[config.mk]
export PLATFORM = sky130hd
export DESIGN_NAME = distributed_mutex_node_unit_flat
export DESIGN_NICKNAME = d
export VERILOG_FILES = /design/src/dmn_pkg.sv /design/src/dmn_ifs.sv /design/src/dmn_ctrl.sv /design/src/dmn_dp.sv /design/src/distributed_mutex_node_unit.sv /design/src/flat_wrapper.sv
export VERILOG_INCLUDE_DIRS = /design/src /design/src/src
export SDC_FILE = /design/constraint.sdc
export NUM_CORES = 1
export LEC_CHECK = 0
export BUFFER_PORTS_ARGS = -buffer_cell sky130_fd_sc_hd__buf_2
export CORE_MARGIN = 1.5
export CORE_UTILIZATION = 55
export CTS_CLUSTER_DIAMETER = 30
export DETAILED_ROUTE_END_ITERATION = 8
export PLACE_DENSITY = 0.73
export SYNTH_ARGS = -nofsm -noshare
export SYNTH_HDL_FRONTEND = slang
export SYNTH_HIERARCHICAL = 1
export SYNTH_SLANG_ARGS = --single-unit
[constraint.sdc]
create_clock -name clock -period 9.44 [get_ports clock]
set_clock_uncertainty 0.1 [all_clocks]
set_input_delay 0.944 -clock clock [delete_from_list [all_inputs] [get_ports clock]]
set_output_delay 0.944 -clock clock [all_outputs]
set_load 0.1 [all_outputs]
[src/distributed_mutex_node_unit_defines.svh]
// ----------------------------------------------------------------------------
// Assertion macros shared by the mutex node modules
// ----------------------------------------------------------------------------
`ifndef DISTRIBUTED_MUTEX_NODE_UNIT_DEFINES_SVH
`define DISTRIBUTED_MUTEX_NODE_UNIT_DEFINES_SVH

// same-cycle implication
`define DMN_ASSERT_NOW(label, clk, rst, ante, cons, msg) \
   label: assert property (@(posedge clk) disable iff (rst) (ante) |-> (cons)) \
      else $error(msg);

// next-cycle implication
`define DMN_ASSERT_NEXT(label, clk, rst, ante, cons, msg) \
   label: assert property (@(posedge clk) disable iff (rst) (ante) |=> (cons)) \
      else $error(msg);

`endif

[src/dmn_pkg.sv]
// ----------------------------------------------------------------------------
// dmn_pkg
// Types and codes shared by the mutual exclusion node modules.
// ----------------------------------------------------------------------------
package dmn_pkg;

   localparam int OP_W       = 2;
   localparam int ACT_W      = 2;
   localparam int NODE_W     = 4;
   localparam int PCLK_W     = 32;
   localparam int LOCK_W     = 16;
   localparam int RANK_W     = 4;
   localparam int COUNT_W    = 5;
   localparam int CSR_IDX_W  = 2;
   localparam int CSR_DATA_W = 16;

   // event codes
   localparam logic [OP_W-1:0] OP_REQUEST = 2'd0;
   localparam logic [OP_W-1:0] OP_REPLY   = 2'd1;
   localparam logic [OP_W-1:0] OP_ACQUIRE = 2'd2;
   localparam logic [OP_W-1:0] OP_RELEASE = 2'd3;

   // result codes
   localparam logic [ACT_W-1:0] ACT_REPLY     = 2'd0;
   localparam logic [ACT_W-1:0] ACT_BROADCAST = 2'd1;
   localparam logic [ACT_W-1:0] ACT_GRANT     = 2'd2;

   // register indexes
   localparam logic [CSR_IDX_W-1:0] CSR_OWN_RANK   = 2'd0;
   localparam logic [CSR_IDX_W-1:0] CSR_NODE_COUNT = 2'd1;
   localparam logic [CSR_IDX_W-1:0] CSR_LOCK_ID    = 2'd2;

   localparam logic [COUNT_W-1:0] NODE_COUNT_RESET = 5'd16;

   typedef struct packed {
      logic take;    // apply the accepted event
      logic grant;   // emit a pending grant
      logic drain;   // emit the lowest deferred reply
   } dmn_cmd_type;

   typedef struct packed {
      logic slot_free;   // result register can load this cycle
      logic map_empty;   // no deferred replies
      logic map_last;    // at most one deferred reply left
      logic solo;        // only this node takes part
   } dmn_status_type;

endpackage

[src/dmn_ifs.sv]
// ----------------------------------------------------------------------------
// dmn_req_if / dmn_rsp_if
// Valid/ready channels for protocol events and emitted packets.
// ----------------------------------------------------------------------------
interface dmn_req_if import dmn_pkg::*; ();
   logic              valid;
   logic              ready;
   logic [OP_W-1:0]   operation;
   logic [NODE_W-1:0] source_node;
   logic [PCLK_W-1:0] packet_clock;

   modport source (output valid, operation, source_node, packet_clock, input ready);
   modport sink   (input valid, operation, source_node, packet_clock, output ready);
endinterface

interface dmn_rsp_if import dmn_pkg::*; ();
   logic              valid;
   logic              ready;
   logic [ACT_W-1:0]  action;
   logic [NODE_W-1:0] dest_node;
   logic [PCLK_W-1:0] clock_stamp;
   logic [LOCK_W-1:0] packet_lock;
   logic              last;

   modport source (output valid, action, dest_node, clock_stamp, packet_lock, last,
                   input ready);
   modport sink   (input valid, action, dest_node, clock_stamp, packet_lock, last,
                   output ready);
endinterface

[src/dmn_ctrl.sv]
// ----------------------------------------------------------------------------
// dmn_ctrl
// Sequencer: takes events, then issues the extra grant after a lone acquire
// and walks the deferred replies after a release.
// ----------------------------------------------------------------------------
`include "distributed_mutex_node_unit_defines.svh"

module dmn_ctrl import dmn_pkg::*; (
   input  logic            clock,
   input  logic            reset,
   input  logic            req_valid,
   input  logic [OP_W-1:0] req_operation,
   output logic            req_ready,
   input  dmn_status_type  status,
   output dmn_cmd_type     cmd
);

   localparam logic [1:0] S_IDLE  = 2'd0;
   localparam logic [1:0] S_GRANT = 2'd1;
   localparam logic [1:0] S_DRAIN = 2'd2;

   logic [1:0] state_ff;
   logic [1:0] state_in;

   always_comb begin
      cmd       = '0;
      state_in  = state_ff;
      req_ready = (state_ff == S_IDLE) && status.slot_free;
      case (state_ff)
         S_IDLE: begin
            if (req_valid && req_ready) begin
               cmd.take = 1'b1;
               if (req_operation == OP_ACQUIRE && status.solo) begin
                  state_in = S_GRANT;
               end else if (req_operation == OP_RELEASE && !status.map_empty) begin
                  state_in = S_DRAIN;
               end
            end
         end
         S_GRANT: begin
            if (status.slot_free) begin
               cmd.grant = 1'b1;
               state_in  = S_IDLE;
            end
         end
         S_DRAIN: begin
            if (status.slot_free) begin
               cmd.drain = 1'b1;
               if (status.map_last) begin
                  state_in = S_IDLE;
               end
            end
         end
         default: begin
            state_in = S_IDLE;
         end
      endcase
   end

   always_ff @(posedge clock) begin
      if (reset) begin
         state_ff <= S_IDLE;
      end else begin
         state_ff <= state_in;
      end
   end

   `DMN_ASSERT_NOW(a_ready_idle, clock, reset, req_ready, state_ff == S_IDLE,
      "request taken outside idle")
   `DMN_ASSERT_NOW(a_load_free, clock, reset, cmd.grant || cmd.drain, status.slot_free,
      "result loaded while register full")
   `DMN_ASSERT_NEXT(a_solo_grant, clock, reset,
      cmd.take && req_operation == OP_ACQUIRE && status.solo, state_ff == S_GRANT,
      "lone acquire not followed by grant")

endmodule

[src/dmn_dp.sv]
// ----------------------------------------------------------------------------
// dmn_dp
// Datapath: configuration, protocol state, deferred-reply map and the
// result register.
// ----------------------------------------------------------------------------
`include "distributed_mutex_node_unit_defines.svh"

module dmn_dp import dmn_pkg::*; #(
   parameter int NODES      = 16,
   parameter int CLOCK_BITS = 32
) (
   input  logic                  clock,
   input  logic                  reset,
   input  logic                  csr_write_en,
   input  logic [CSR_IDX_W-1:0]  csr_index,
   input  logic [CSR_DATA_W-1:0] csr_write_data,
   input  logic [OP_W-1:0]       req_operation,
   input  logic [NODE_W-1:0]     req_source_node,
   input  logic [PCLK_W-1:0]     req_packet_clock,
   input  logic                  rsp_ready,
   output logic                  rsp_valid,
   output logic [ACT_W-1:0]      rsp_action,
   output logic [NODE_W-1:0]     rsp_dest_node,
   output logic [PCLK_W-1:0]     rsp_clock_stamp,
   output logic [LOCK_W-1:0]     rsp_packet_lock,
   output logic                  rsp_last,
   input  dmn_cmd_type           cmd,
   output dmn_status_type        status
);

   localparam int CNT_W = $clog2(NODES + 1);
   localparam int REP_W = $clog2(NODES);
   localparam int IDX_W = $clog2(NODES);
   localparam int CMP_W = CNT_W + NODE_W;

   function automatic logic [PCLK_W-1:0] stamp_of(input logic [CLOCK_BITS-1:0] c);
      logic [63:0] w;
      w = 64'(c);
      return w[PCLK_W-1:0];
   endfunction

   // configuration
   logic [RANK_W-1:0]  own_rank_ff,   own_rank_in;
   logic [COUNT_W-1:0] node_count_ff, node_count_in;
   logic [LOCK_W-1:0]  lock_id_ff,    lock_id_in;

   // protocol state
   logic                  wants_ff,   wants_in;
   logic [CLOCK_BITS-1:0] local_ff,   local_in;
   logic [CLOCK_BITS-1:0] highest_ff, highest_in;
   logic [REP_W-1:0]      replies_ff, replies_in;
   logic [NODES-1:0]      map_ff,     map_in;

   // result register
   logic              valid_ff, valid_in;
   logic [ACT_W-1:0]  act_ff,   act_in;
   logic [NODE_W-1:0] dest_ff,  dest_in;
   logic [PCLK_W-1:0] stamp_ff, stamp_in;
   logic [LOCK_W-1:0] lock_ff,  lock_in;
   logic              last_ff,  last_in;

   logic [CNT_W-1:0]      count;
   logic [63:0]           pclk_wide;
   logic [CLOCK_BITS-1:0] pclk;
   logic [CLOCK_BITS-1:0] next_clock;
   logic                  later;
   logic                  defer;
   logic [NODES-1:0]      low_bit;
   logic [IDX_W-1:0]      low_idx;
   logic                  load;

   // effective node count: zero acts as one, clamp at NODES
   always_comb begin
      if (node_count_ff == '0) begin
         count = CNT_W'(1);
      end else if (8'(node_count_ff) > 8'(NODES)) begin
         count = CNT_W'(NODES);
      end else begin
         count = CNT_W'(node_count_ff);
      end
   end

   always_comb begin
      pclk_wide  = 64'(req_packet_clock);
      pclk       = pclk_wide[CLOCK_BITS-1:0];
      next_clock = (&highest_ff) ? highest_ff : highest_ff + 1'b1;
      later      = (pclk > local_ff) ||
                   ((pclk == local_ff) && (req_source_node > own_rank_ff));
      defer      = wants_ff && later && (req_source_node != own_rank_ff) &&
                   (CMP_W'(req_source_node) < CMP_W'(count));
   end

   // isolate lowest deferred rank and encode it
   always_comb begin
      low_bit = map_ff & (~map_ff + 1'b1);
      low_idx = '0;
      for (int i = 0; i < NODES; i++) begin
         if (low_bit[i]) begin
            low_idx = low_idx | IDX_W'(i);
         end
      end
   end

   always_comb begin
      status.slot_free = !valid_ff || rsp_ready;
      status.map_empty = (map_ff == '0);
      status.map_last  = ((map_ff & ~low_bit) == '0);
      status.solo      = (count == CNT_W'(1));
   end

   always_comb begin
      own_rank_in   = own_rank_ff;
      node_count_in = node_count_ff;
      lock_id_in    = lock_id_ff;
      if (csr_write_en) begin
         case (csr_index)
            CSR_OWN_RANK:   own_rank_in   = csr_write_data[RANK_W-1:0];
            CSR_NODE_COUNT: node_count_in = csr_write_data[COUNT_W-1:0];
            CSR_LOCK_ID:    lock_id_in    = csr_write_data[LOCK_W-1:0];
            default: begin
            end
         endcase
      end
   end

   always_comb begin
      wants_in   = wants_ff;
      local_in   = local_ff;
      highest_in = highest_ff;
      replies_in = replies_ff;
      map_in     = map_ff;
      load       = 1'b0;
      act_in     = act_ff;
      dest_in    = dest_ff;
      stamp_in   = stamp_ff;
      lock_in    = lock_ff;
      last_in    = last_ff;

      if (cmd.take) begin
         case (req_operation)
            OP_REQUEST: begin
               if (pclk > highest_ff) begin
                  highest_in = pclk;
               end
               if (defer) begin
                  map_in = map_ff | (NODES'(1) << req_source_node);
               end else begin
                  load     = 1'b1;
                  act_in   = ACT_REPLY;
                  dest_in  = req_source_node;
                  stamp_in = stamp_of(local_ff);
                  lock_in  = lock_id_ff;
                  last_in  = 1'b1;
               end
            end
            OP_REPLY: begin
               if (replies_ff != '0) begin
                  replies_in = replies_ff - 1'b1;
                  if (replies_ff == REP_W'(1)) begin
                     load     = 1'b1;
                     act_in   = ACT_GRANT;
                     dest_in  = '0;
                     stamp_in = '0;
                     lock_in  = '0;
                     last_in  = 1'b1;
                  end
               end
            end
            OP_ACQUIRE: begin
               wants_in   = 1'b1;
               local_in   = next_clock;
               replies_in = REP_W'(count - 1'b1);
               load       = 1'b1;
               act_in     = ACT_BROADCAST;
               dest_in    = '0;
               stamp_in   = stamp_of(next_clock);
               lock_in    = lock_id_ff;
               last_in    = !status.solo;
            end
            OP_RELEASE: begin
               wants_in   = 1'b0;
               replies_in = '0;
            end
            default: begin
            end
         endcase
      end

      if (cmd.grant) begin
         load     = 1'b1;
         act_in   = ACT_GRANT;
         dest_in  = '0;
         stamp_in = '0;
         lock_in  = '0;
         last_in  = 1'b1;
      end

      if (cmd.drain) begin
         load     = 1'b1;
         act_in   = ACT_REPLY;
         dest_in  = NODE_W'(low_idx);
         stamp_in = stamp_of(local_ff);
         lock_in  = lock_id_ff;
         last_in  = status.map_last;
         map_in   = map_ff & ~low_bit;
      end

      if (load) begin
         valid_in = 1'b1;
      end else if (rsp_ready) begin
         valid_in = 1'b0;
      end else begin
         valid_in = valid_ff;
      end
   end

   always_ff @(posedge clock) begin
      if (reset) begin
         own_rank_ff   <= '0;
         node_count_ff <= NODE_COUNT_RESET;
         lock_id_ff    <= '0;
         wants_ff      <= 1'b0;
         local_ff      <= '0;
         highest_ff    <= '0;
         replies_ff    <= '0;
         map_ff        <= '0;
         valid_ff      <= 1'b0;
      end else begin
         own_rank_ff   <= own_rank_in;
         node_count_ff <= node_count_in;
         lock_id_ff    <= lock_id_in;
         wants_ff      <= wants_in;
         local_ff      <= local_in;
         highest_ff    <= highest_in;
         replies_ff    <= replies_in;
         map_ff        <= map_in;
         valid_ff      <= valid_in;
      end
   end

   always_ff @(posedge clock) begin
      act_ff   <= act_in;
      dest_ff  <= dest_in;
      stamp_ff <= stamp_in;
      lock_ff  <= lock_in;
      last_ff  <= last_in;
   end

   assign rsp_valid       = valid_ff;
   assign rsp_action      = act_ff;
   assign rsp_dest_node   = dest_ff;
   assign rsp_clock_stamp = stamp_ff;
   assign rsp_packet_lock = lock_ff;
   assign rsp_last        = last_ff;

   `DMN_ASSERT_NOW(a_idle_no_replies, clock, reset, !wants_ff, replies_ff == '0,
      "replies outstanding without an access request")
   `DMN_ASSERT_NEXT(a_drain_empties, clock, reset, cmd.drain && status.map_last,
      map_ff == '0, "deferred map not empty after last reply")
   `DMN_ASSERT_NOW(a_load_slot, clock, reset, load, status.slot_free,
      "result register overwritten")

endmodule

[src/distributed_mutex_node_unit.sv]
// A result is registered in the cycle after its event is accepted.
// Throughput: one event per cycle while results are taken as they appear.
// Acquire on a lone node holds off new events while its grant is issued;
// release holds off new events while the map walk emits deferred replies one at a time.
// Reset (synchronous): protocol state cleared, rank 0, node count 16, lock 0.
// ----------------------------------------------------------------------------
// distributed_mutex_node_unit
// One node of Ricart-Agrawala mutual exclusion: sequencer plus datapath.
// ----------------------------------------------------------------------------
module distributed_mutex_node_unit import dmn_pkg::*; #(
   parameter int NODES      = 16,
   parameter int CLOCK_BITS = 32
) (
   input  logic                  clock,
   input  logic                  reset,
   dmn_req_if.sink               req_ch,
   dmn_rsp_if.source             rsp_ch,
   input  logic                  csr_write_en,
   input  logic [CSR_IDX_W-1:0]  csr_index,
   input  logic [CSR_DATA_W-1:0] csr_write_data
);

   dmn_cmd_type    cmd;
   dmn_status_type status;

   dmn_ctrl u_ctrl (
      .clock         (clock),
      .reset         (reset),
      .req_valid     (req_ch.valid),
      .req_operation (req_ch.operation),
      .req_ready     (req_ch.ready),
      .status        (status),
      .cmd           (cmd)
   );

   dmn_dp #(
      .NODES      (NODES),
      .CLOCK_BITS (CLOCK_BITS)
   ) u_dp (
      .clock            (clock),
      .reset            (reset),
      .csr_write_en     (csr_write_en),
      .csr_index        (csr_index),
      .csr_write_data   (csr_write_data),
      .req_operation    (req_ch.operation),
      .req_source_node  (req_ch.source_node),
      .req_packet_clock (req_ch.packet_clock),
      .rsp_ready        (rsp_ch.ready),
      .rsp_valid        (rsp_ch.valid),
      .rsp_action       (rsp_ch.action),
      .rsp_dest_node    (rsp_ch.dest_node),
      .rsp_clock_stamp  (rsp_ch.clock_stamp),
      .rsp_packet_lock  (rsp_ch.packet_lock),
      .rsp_last         (rsp_ch.last),
      .cmd              (cmd),
      .status           (status)
   );

endmodule

[src/flat_wrapper.sv]
// flat-port wrapper written by rule: the top's interface ports become plain ports
module distributed_mutex_node_unit_flat import dmn_pkg::*;
#(
   parameter int NODES      = 16,
   parameter int CLOCK_BITS = 32
)
  (clock, reset, csr_write_en, csr_index, csr_write_data, req_ch_valid, req_ch_operation, req_ch_source_node, req_ch_packet_clock, req_ch_ready, rsp_ch_valid, rsp_ch_action, rsp_ch_dest_node, rsp_ch_clock_stamp, rsp_ch_packet_lock, rsp_ch_last, rsp_ch_ready);
  dmn_req_if req_ch_i ();
  dmn_rsp_if rsp_ch_i ();
  input  logic clock;
  input  logic reset;
  input  logic csr_write_en;
  input  logic [CSR_IDX_W-1:0] csr_index;
  input  logic [CSR_DATA_W-1:0] csr_write_data;
  input wire logic [$bits(req_ch_i.valid)-1:0] req_ch_valid;
  input wire logic [$bits(req_ch_i.operation)-1:0] req_ch_operation;
  input wire logic [$bits(req_ch_i.source_node)-1:0] req_ch_source_node;
  input wire logic [$bits(req_ch_i.packet_clock)-1:0] req_ch_packet_clock;
  output wire logic [$bits(req_ch_i.ready)-1:0] req_ch_ready;
  output wire logic [$bits(rsp_ch_i.valid)-1:0] rsp_ch_valid;
  output wire logic [$bits(rsp_ch_i.action)-1:0] rsp_ch_action;
  output wire logic [$bits(rsp_ch_i.dest_node)-1:0] rsp_ch_dest_node;
  output wire logic [$bits(rsp_ch_i.clock_stamp)-1:0] rsp_ch_clock_stamp;
  output wire logic [$bits(rsp_ch_i.packet_lock)-1:0] rsp_ch_packet_lock;
  output wire logic [$bits(rsp_ch_i.last)-1:0] rsp_ch_last;
  input wire logic [$bits(rsp_ch_i.ready)-1:0] rsp_ch_ready;
  assign req_ch_i.valid = req_ch_valid;
  assign req_ch_i.operation = req_ch_operation;
  assign req_ch_i.source_node = req_ch_source_node;
  assign req_ch_i.packet_clock = req_ch_packet_clock;
  assign req_ch_ready = req_ch_i.ready;
  assign rsp_ch_valid = rsp_ch_i.valid;
  assign rsp_ch_action = rsp_ch_i.action;
  assign rsp_ch_dest_node = rsp_ch_i.dest_node;
  assign rsp_ch_clock_stamp = rsp_ch_i.clock_stamp;
  assign rsp_ch_packet_lock = rsp_ch_i.packet_lock;
  assign rsp_ch_last = rsp_ch_i.last;
  assign rsp_ch_i.ready = rsp_ch_ready;
  distributed_mutex_node_unit #(.NODES(NODES), .CLOCK_BITS(CLOCK_BITS)) u_core (.clock(clock), .reset(reset), .req_ch(req_ch_i), .rsp_ch(rsp_ch_i), .csr_write_en(csr_write_en), .csr_index(csr_index), .csr_write_data(csr_write_data));
endmodule
==> impl_metrics.tcl, run 1 <==
set metrics [dict create \
    crit_required_ns 9.43 \
    syn_area_sq_um 9712 \
    ant_nets 0 \
    synth_nets 1237 \
    holdBufCountCts 0 \
    numPortBuffers 117 \
    period_share 0.4976 \
    rsz0062_at_grt "no" \
    grt_busiest_layer "met2" \
    dieArea_sq_um 18460 \
    initial_core_util 0.5615 \
    max_freq_mhz 212.9 \
    p_comb_frac 0.169 \
    hold_path.class "reg -> reg" \
    dpl.hpwl_microns 16010 \
    ir_drop_mv 0.1296 \
    endpoint_kind "register" \
    start_kind "primary input" \
    async_flop_share 0 \
    cap_violations 0 \
    rows 48 \
    cts_resized 0 \
    clkPwrFrac 0.399 \
    cts_tree "yes" \
    clock_latency_ns 0.43 \
    grt_max_degree 85 \
    ctsLongestPathBuffers 2 \
    reg2reg_from "u_core/u_dp/local_ff[5]$_SDFFE_PP0P_" \
    grt_pass1_vias 7456 \
    antenna_cells 0 \
    outcome "finished, final reports clean" \
    leakage_nw 4.212 \
    finalSetupViolations 0 \
    synth_ff_type "dfxtp_1" \
    path_buf_inv 2 \
    die_w_microns 135.9 \
    worstMarginPinSlew_ns 0.9883 \
    grt_pass1_wl_microns 36490 \
    grt.total_usage 0.2530 \
    swShare 0.3107 \
    ys_types 64 \
    drt_iter0_drc 472 \
    grt_antenna_before_repair 0 \
    power_frac_seq 0.431 \
    clock-root-buffer "clkbuf_16" \
    post-route-min-period_ns 4.697 \
    crit_family "compound AO/OA/AOI/OAI gates" \
    power.total_mw 1.846 \
    post-cts-setup-buffers 0 \
    max_stage_delay_ns 0.76 \
    final_cell_mix "116 x buf_2, 115 x dfxtp_1, 106 x nand2_1" \
    use_met1 0.3254 \
    min_from "u_core/u_dp/lock_id_ff[14]$_SDFFE_PP0P_" \
    fp.dieH_microns 135.9 \
    first_pass_iters 5 \
    startpoint "req_ch_packet_clock[5]" \
    remaining_drc_errors 0 \
    routed_wl_microns 22970 \
    crit_path_top_delay_cell "o21ai_4" \
    areaGrowthSynthToFinish_pct 14.42 \
    netSwitchingPower_mw 0.5738 \
    cts_buffers 17 \
    synth-edff-count 53 \
    synth_cells 1094 \
    power_density_nw_per_um2 166.2 \
    wl_per_cell_microns 16.07 \
    via_per_inst 5.600 \
    use_met2 0.4202 \
    ys_seq_area_frac 0.4009 \
    io_pins 118 \
    grt_use_met3 0.04773 \
    internal_power_mw 1.273 \
    worstPathMaxFanout 28 \
    layout-drive-gt1-share 0.1520 \
    fillers 1460 \
    ys_ff_latch 168 \
    setup_tns_ns 0 \
    slew_viol_final 0 \
    timing.final.hold_violations 0 \
    clock-sinks 168 \
    clk_pin_slew_ns 0.07 \
    ys.warnings.count 6 \
    place.gp.congestion 0.8678 \
    critical_path_class "in -> reg" \
    h-tree-depth 4 \
    crit_chain "buf_2, ha_1, a21oi_1, o21ai_0, a221oi_1, a31oi_1, or4_1, and2_1, a21o_1, o21ai_4, buf_4" \
    vias 8003 \
    relSlewSlack 0.3367 \
    cp.arrival_ns 4.69 \
    grt_overflow 0 \
    core_area_sq_um 17300 \
    synth_area_per_cell_sq_um 8.877 \
    nets 1334 \
    final_common_cell "buf_2" \
]
worst register-to-register path: stages (launching register included):
cell and delay [ns]:
dfxtp_1 0.36, inv_1 0.06, ha_1 0.28, a21oi_1 0.19, o21ai_0 0.14, a221oi_1 0.40, a31oi_1 0.14, or4_1 0.60
and2_1 0.32, a21o_1 0.26, o21ai_4 0.76, buf_4 0.50
cell usage after synthesis, drive strengths merged (5+ instances only):
library cell	instances	share of area
nand3	18	0.0093
a21oi	62	0.032
nand4	32	0.023
o21ai	71	0.037
dfxtp	115	0.24
and3	5	0.0035
mux2i	40	0.041
edfxtp	53	0.16
nand2b	74	0.048
a21o	8	0.0062
nand3b	9	0.0070
inv	88	0.034
ha	82	0.11
buf	5	0.0031
xnor2	30	0.027
nor4	9	0.010
and2	20	0.013
nor2b	12	0.0077
nand2	106	0.041
a211oi	35	0.028
clkbuf	41	0.016
or3	9	0.0063
nor2	94	0.036
nor3	18	0.011
path summary, 6_finish.rpt:
check	to	slack, ns	cells after the start
worst max-delay path	u_core/u_dp/rsp_packet_lock[5]$_DFFE_PP_	4.74	11
worst max register to register	u_core/u_dp/rsp_packet_lock[5]$_DFFE_PP_	4.98	11
worst min-delay path	u_core/u_dp/lock_id_ff[14]$_SDFFE_PP0P_	0.35	2
worst min register to register	u_core/u_dp/lock_id_ff[14]$_SDFFE_PP0P_	0.35	2
cells by family (layout without fill, tap and decap cells):
kind of cell | after synthesis | after routing | synth area share
DFF | 168 | 168 | 0.4009
and+or+nand+nor | 420 | 420 | 0.2279
buffers and inverters | 134 | 244 | 0.05295
xor gates and xnor gates | 31 | 31 | 0.02796
AOI/OAI and AO/OA | 215 | 215 | 0.1391
muxes | 41 | 41 | 0.04239
adders and majority gates | 85 | 85 | 0.1087
stage by stage:
step                      cells  setup slack (ns)  hold slack [ns]    util  instance area, sq um
after global placement     1397             4.390           0.3372  0.6060                 10480
after detailed placement   1397             4.314           0.3424  0.6060                 10480
after floorplan            1094             2.384           0.3317       -                  9712
final                      1429             4.743           0.3505  0.6424                 11110
after CTS                  1429             4.766           0.3537  0.6424                 11110
after global routing       1429             4.644           0.3714  0.6424                 11110
final cells by class:
class	instances	area, sq um	area share
flip-flops and latches	168	3894	0.3504
clock inverters	15	205.2	0.01847
clock buffers	17	425.4	0.03828
inverters	88	330.3	0.02973
repair buffers	124	640.6	0.05765
well taps	225	281.5	0.02534
multi-input cells	792	5335	0.4801
power by group through the flow:
stage	Combinational [mW]	Clock, mW	Sequential (mW)
after floorplan	0.136	0	0.909
after global placement	0.307	0	0.811
after detailed placement	0.311	0	0.812
after CTS	0.313	0.750	0.796
after global routing	0.339	0.781	0.799
final	0.313	0.737	0.796
state kept, by name, indices dropped and copies added, names as in the netlist:
register and count:
u_core/u_dp/highest_ff 32, u_core/u_dp/local_ff 32, u_core/u_dp/rsp_clock_stamp 32, u_core/u_dp/lock_id_ff 16
u_core/u_dp/map_ff 16, u_core/u_dp/rsp_packet_lock 16, u_core/u_dp/node_count_ff 5, u_core/u_dp/own_rank_ff 4
u_core/u_dp/replies_ff 4, u_core/u_dp/rsp_dest_node 4, u_core/u_ctrl/state_ff 2, u_core/u_dp/rsp_action 2
u_core/u_dp/rsp_last 1, u_core/u_dp/rsp_valid 1, u_core/u_dp/wants_ff 1
per-layer routing:
metal  routed length (microns)  vias up
met3                      1144       41
li1                          -     4016
met1                     10250     3709
met5                         0        -
met2                     10990      237
met4                       581        0
(Power assumes the default switching activity.)
==> inputs of run 2 (changes only) <==
--- a/config.mk
+++ b/config.mk
@@ -8,10 +8,10 @@
 export LEC_CHECK = 0
 export BUFFER_PORTS_ARGS = -buffer_cell sky130_fd_sc_hd__buf_2
 export CORE_MARGIN = 1.5
-export CORE_UTILIZATION = 55
+export CORE_UTILIZATION = 53
 export CTS_CLUSTER_DIAMETER = 30
 export DETAILED_ROUTE_END_ITERATION = 8
-export PLACE_DENSITY = 0.73
+export PLACE_DENSITY = 0.74
 export SYNTH_ARGS = -nofsm -noshare
 export SYNTH_HDL_FRONTEND = slang
 export SYNTH_HIERARCHICAL = 1
==> constraint.sdc (replaced) <==
create_clock -name clock -period 4.1 [get_ports clock]
set_clock_uncertainty 0.1 [all_clocks]
set_input_delay 0.41 -clock clock [delete_from_list [all_inputs] [get_ports clock]]
set_output_delay 0.41 -clock clock [all_outputs]
set_load 0.1 [all_outputs]
==> run 2 against run 1 <==
Compared with the run above:
- cell count up 0.56%
- worst hold slack worse by 0.23 ns
- clock-buffer cell count unchanged
==> impl_metrics.tcl, run 2 (same netlist as run 1, synthesis figures left out) <==
set metrics [dict create \
    power.total_mw 4.222 \
    finalInstanceArea_sq_um 11150 \
    nets 1337 \
    via_per_inst 5.704 \
    crit_required_ns 4.12 \
    layout-drive-gt1-share 0.1549 \
    cp.arrival_ns 3.62 \
    cp.depth 11 \
    rows 49 \
    endpoint_kind "register" \
    io_pins 118 \
    core_area_sq_um 17960 \
    reg2reg_from "u_core/u_dp/local_ff[31]$_SDFFE_PP0P_" \
    place.gp.congestion 0.9034 \
    crit_chain "inv_1, ha_1, nand4_1, or3_1, or3_4, a2111oi_4, nor3_1, and2_1, a21o_1, o21ai_4, buf_12" \
    first_pass_iters 5 \
    cts_tree "yes" \
    h-tree-depth 4 \
    whs_endpoint "u_core/u_dp/lock_id_ff[11]$_SDFFE_PP0P_" \
    outcome "finished, final reports clean" \
    start_kind "register" \
    min_from "csr_write_data[11]" \
    cap_violations 0 \
    clk_pin_slew_ns 0.07 \
    final_cell_mix "116 x buf_2, 115 x dfxtp_1, 106 x nand2_1" \
    vias 8197 \
    max_stage_delay_ns 0.44 \
    routed_wl_microns 23630 \
    numPortBuffers 117 \
    remaining_drc_errors 0 \
    finalSetupViolations 0 \
    placed_area_sq_um 10550 \
    setup_tns_ns 0 \
    period_share 0.8770 \
    rsz0062_at_grt "no" \
    timing.final.hold_violations 0 \
    grt_antenna_before_repair 1 \
    grt.total_usage 0.2473 \
    crit_family "simple AND/OR/NAND/NOR gates" \
    fp.dieH_microns 138.4 \
    grt_pass1_wl_microns 38550 \
    ant_nets 0 \
    clock_latency_ns 0.43 \
    die_w_microns 138.4 \
    worstMarginPinSlew_ns 0.9556 \
    reg2regPathDepth 11 \
    grt_overflow 0 \
    critical_path_class "reg -> reg" \
    wl_per_cell_microns 16.44 \
    worstPathMaxFanout 26 \
    clock-root-buffer "clkbuf_16" \
    dpl.hpwl_microns 16660 \
    power_density_nw_per_um2 378.6 \
    post-cts-setup-buffers 0 \
    grt_pass1_vias 7810 \
    slew_viol_final 0 \
    post-route-min-period_ns 3.596 \
    max_freq_mhz 278.1 \
    hold_path.class "in -> reg" \
    cts_buffers 17 \
    leakage_nw 4.223 \
    drt_iter0_drc 424 \
    r2r_slack_ns 0.50 \
    areaGrowthSynthToFinish_pct 14.84 \
    dieArea_sq_um 19140 \
    initial_core_util 0.5406 \
    holdBufCountCts 0 \
    reg2reg_to "u_core/u_dp/rsp_dest_node[0]$_DFFE_PP_" \
    ctsLongestPathBuffers 2 \
    ir_drop_mv 0.3107 \
    crit_path_top_delay_cell "or3_4" \
    grt_max_degree 76 \
    clock-sinks 168 \
    cts_resized 0 \
    fillers 1557 \
    relSlewSlack 0.3615 \
    path_buf_inv 2 \
    final_common_cell "buf_2" \
    holdPathStages 3 \
]
[run 2: changes by cell type in the layout (fill, tap and decap cells not counted), sizes merged]
cell / previous run / this run
buf: 124 / 127
clkinvlp: 1 / 3
clkinv: 4 / 2
diode: 0 / 1
[run 2: metal layers]
layer  wire length [microns]  global-route usage  vias to the layer above
met5                       0                   0                        -
met4                     455             0.07645                        0
met3                    1128             0.04815                       32
met2                   11640              0.4326                      198
met1                   10400              0.3080                     3938
li1                        -                   -                     4029
[run 2: stage by stage]
stage / worst slack [ns] / utilization / std cells / hold slack, ns
finish: 0.5041 / 0.6209 / 1437 / 0.1158
global route: 0.3159 / 0.6207 / 1436 / 0.09412
CTS: 0.5311 / 0.6207 / 1436 / 0.1018
detailed placement: 0.4124 / 0.5870 / 1404 / 0.3421
global placement: 0.4493 / 0.5870 / 1404 / 0.3370
floorplan: 0.2073 / - / 1094 / 0.3317
[run 2: how the worst max path moves through the flow]
| stage | startpoint | to | slack [ns] |
|---|---|---|---|
| after detailed placement | req_ch_packet_clock[5] | u_core/u_dp/rsp_packet_lock[5]$_DFFE_PP_ | 0.41 |
| final | u_core/u_dp/local_ff[31]$_SDFFE_PP0P_ | u_core/u_dp/rsp_dest_node[0]$_DFFE_PP_ | 0.50 |
| after floorplan | u_core/u_dp/rsp_valid$_SDFFE_PP0P_ | u_core/u_dp/rsp_clock_stamp[0]$_DFFE_PP_ | 0.21 |
| after global placement | req_ch_packet_clock[5] | u_core/u_dp/rsp_packet_lock[1]$_DFFE_PP_ | 0.45 |
| after CTS | u_core/u_dp/local_ff[31]$_SDFFE_PP0P_ | u_core/u_dp/rsp_dest_node[0]$_DFFE_PP_ | 0.53 |
| after global routing | u_core/u_dp/local_ff[5]$_SDFFE_PP0P_ | u_core/u_dp/rsp_clock_stamp[31]$_DFFE_PP_ | 0.32 |
[run 2: where the power goes]
group          internal [mW]  total [mW]  switching (mW)
Sequential              1.79        1.83          0.0443
Combinational          0.208       0.731           0.524
Clock                  0.924        1.66           0.733
[run 2: tightest hold or removal path: stages]
cell and delay, ns:
buf_2 0.09, nand2_1 0.05, a21oi_1 0.05
[run 2: cell type report]
class | instances | area [sq um] | share of cell area
timing repair buffer | 127 | 688.2 | 0.06170
sequential | 168 | 3894 | 0.3491
inverter | 88 | 330.3 | 0.02962
clock buffer | 17 | 425.4 | 0.03814
clock inverter | 15 | 180.2 | 0.01615
tap | 229 | 286.5 | 0.02569
antenna | 1 | 2.502 | 0.0002244
multi-input combinational | 792 | 5346 | 0.4794
==> inputs of run 3 (changes only) <==
--- a/config.mk
+++ b/config.mk
@@ -7,8 +7,10 @@
 export NUM_CORES = 1
 export LEC_CHECK = 0
 export BUFFER_PORTS_ARGS = -buffer_cell sky130_fd_sc_hd__buf_2
+export CELL_PAD_IN_SITES_DETAIL_PLACEMENT = 2
+export CELL_PAD_IN_SITES_GLOBAL_PLACEMENT = 2
 export CORE_MARGIN = 1.5
-export CORE_UTILIZATION = 53
+export CORE_UTILIZATION = 33
 export CTS_CLUSTER_DIAMETER = 30
 export DETAILED_ROUTE_END_ITERATION = 8
 export PLACE_DENSITY = 0.74
==> run 3 against run 2 <==
Compared with the run above:
- clock power is 3% higher
- die area rose by 59%
- largest cell class unchanged
- critical path depth is the same
- maximum frequency is 1.8% higher
==> impl_metrics.tcl, run 3 (same netlist as run 1, synthesis figures left out) <==
set metrics [dict create \
    cts_tree "yes" \
    grt_max_degree 79 \
    cp.arrival_ns 3.54 \
    grt_pass1_vias 9108 \
    power.total_mw 4.304 \
    relSlewSlack 0.3475 \
    holdBufCountCts 0 \
    power_density_nw_per_um2 378.6 \
    worstPathMaxFanout 22 \
    critical_path_class "reg -> reg" \
    dpl.hpwl_microns 22250 \
    start_kind "register" \
    clock-root-buffer "clkbuf_16" \
    timing.final.hold_violations 0 \
    drt_iter0_drc 328 \
    dieArea_sq_um 30470 \
    ir_drop_mv 0.2626 \
    core_area_sq_um 28860 \
    clk_pin_slew_ns 0.08 \
    layout-drive-gt1-share 0.1584 \
    max_freq_mhz 283.1 \
    areaGrowthSynthToFinish_pct 17.05 \
    rows 62 \
    hold_ws_ns 0.1027 \
    crit_required_ns 4.11 \
    place.gp.congestion 0.8077 \
    antenna_cells 0 \
    pre_cts_ws_ns 0.4422 \
    post-route-min-period_ns 3.532 \
    setup_tns_ns 0 \
    wl_per_cell_microns 19.01 \
    final_cell_mix "116 x buf_2, 115 x dfxtp_1, 106 x nand2_1" \
    via_per_inst 5.198 \
    fillers 3298 \
    routed_wl_microns 30330 \
    max_stage_delay_ns 0.45 \
    worstMarginPinSlew_ns 0.9769 \
    die_w_microns 174.6 \
    multiInputGateArea_sq_um 5346 \
    initial_core_util 0.3365 \
    clock_latency_ns 0.44 \
    hold_path.class "in -> reg" \
    post-cts-setup-buffers 0 \
    remaining_drc_errors 0 \
    grt_antenna_before_repair 0 \
    slew_viol_final 0 \
    placed_area_sq_um 10760 \
    crit_path_top_delay_cell "or3_1" \
    first_pass_iters 4 \
    crit_family "simple AND/OR/NAND/NOR gates" \
    ctsLongestPathBuffers 2 \
    fp.dieH_microns 174.6 \
    final_common_cell "buf_2" \
    crit_chain "inv_1, ha_1, nand4_1, or3_1, or3_4, a2111oi_4, nor3_1, and2_1, a21o_1, o21ai_4, buf_4" \
    clock-sinks 168 \
    numPortBuffers 117 \
    vias 8296 \
    io_pins 118 \
    cts_buffers 17 \
    path_buf_inv 2 \
    cts_resized 0 \
    grt_overflow 0 \
    postLayoutSetupSlackWorst_ns 0.5678 \
    nets 1342 \
    finalSetupViolations 0 \
    finalInstanceArea_sq_um 11370 \
    grt_pass1_wl_microns 48990 \
    regArea_sq_um 3894 \
    h-tree-depth 4 \
    endpoint_kind "register" \
    ant_nets 0 \
    grt.total_usage 0.2055 \
    cap_violations 0 \
    leakage_nw 4.251 \
    period_share 0.8615 \
    rsz0062_at_grt "no" \
    outcome "finished, final reports clean" \
]
==> run 3: metal layers <==
metal  GRT usage  vias up  part of all wire
li1            -     4026                 -
met1      0.2494     4117              0.44
met2      0.3704      121              0.51
met3     0.03368       32             0.029
met4     0.06268        0             0.018
met5           0        -                 0
==> run 3: worst paths after layout <==
kind / startpoint / end / slack [ns] / cells after the start
hold / removal: csr_write_data[11] / u_core/u_dp/lock_id_ff[11]$_SDFFE_PP0P_ / 0.10 / 3
hold reg to reg: u_core/u_dp/lock_id_ff[3]$_SDFFE_PP0P_ / u_core/u_dp/lock_id_ff[3]$_SDFFE_PP0P_ / 0.35 / 2
setup reg to reg: u_core/u_dp/local_ff[30]$_SDFFE_PP0P_ / u_core/u_dp/rsp_clock_stamp[19]$_DFFE_PP_ / 0.57 / 11
setup / recovery: u_core/u_dp/local_ff[30]$_SDFFE_PP0P_ / u_core/u_dp/rsp_clock_stamp[19]$_DFFE_PP_ / 0.57 / 11
==> run 3: layout make-up <==
cell class	count	share of cell area
multi-input combinational	792	0.4703
sequential	168	0.3425
timing repair buffer	132	0.06274
tap	384	0.04227
clock buffer	17	0.03742
inverter	88	0.02906
clock inverter	15	0.01563
==> run 3: worst reg2reg max path, stage by stage, from the launching register on <==
cell and delay [ns]:
dfxtp_1 0.37, inv_1 0.06, ha_1 0.29, nand4_1 0.13
or3_1 0.45, or3_4 0.44, a2111oi_4 0.32, nor3_1 0.13
and2_1 0.19, a21o_1 0.20, o21ai_4 0.16, buf_4 0.36
==> run 3: power breakdown <==
part / leakage, nW / switching, mW / internal, mW
Clock: 0.294 / 0.783 / 0.924
Combinational: 2.51 / 0.550 / 0.210
Sequential: 1.45 / 0.0467 / 1.79
==> run 3: through the flow <==
stage                     utilization  cells
after floorplan                     -   1094
after detailed placement       0.3730   1564
final                          0.3939   1596
after global placement         0.3730   1564
after global routing           0.3939   1596
after CTS                      0.3939   1596
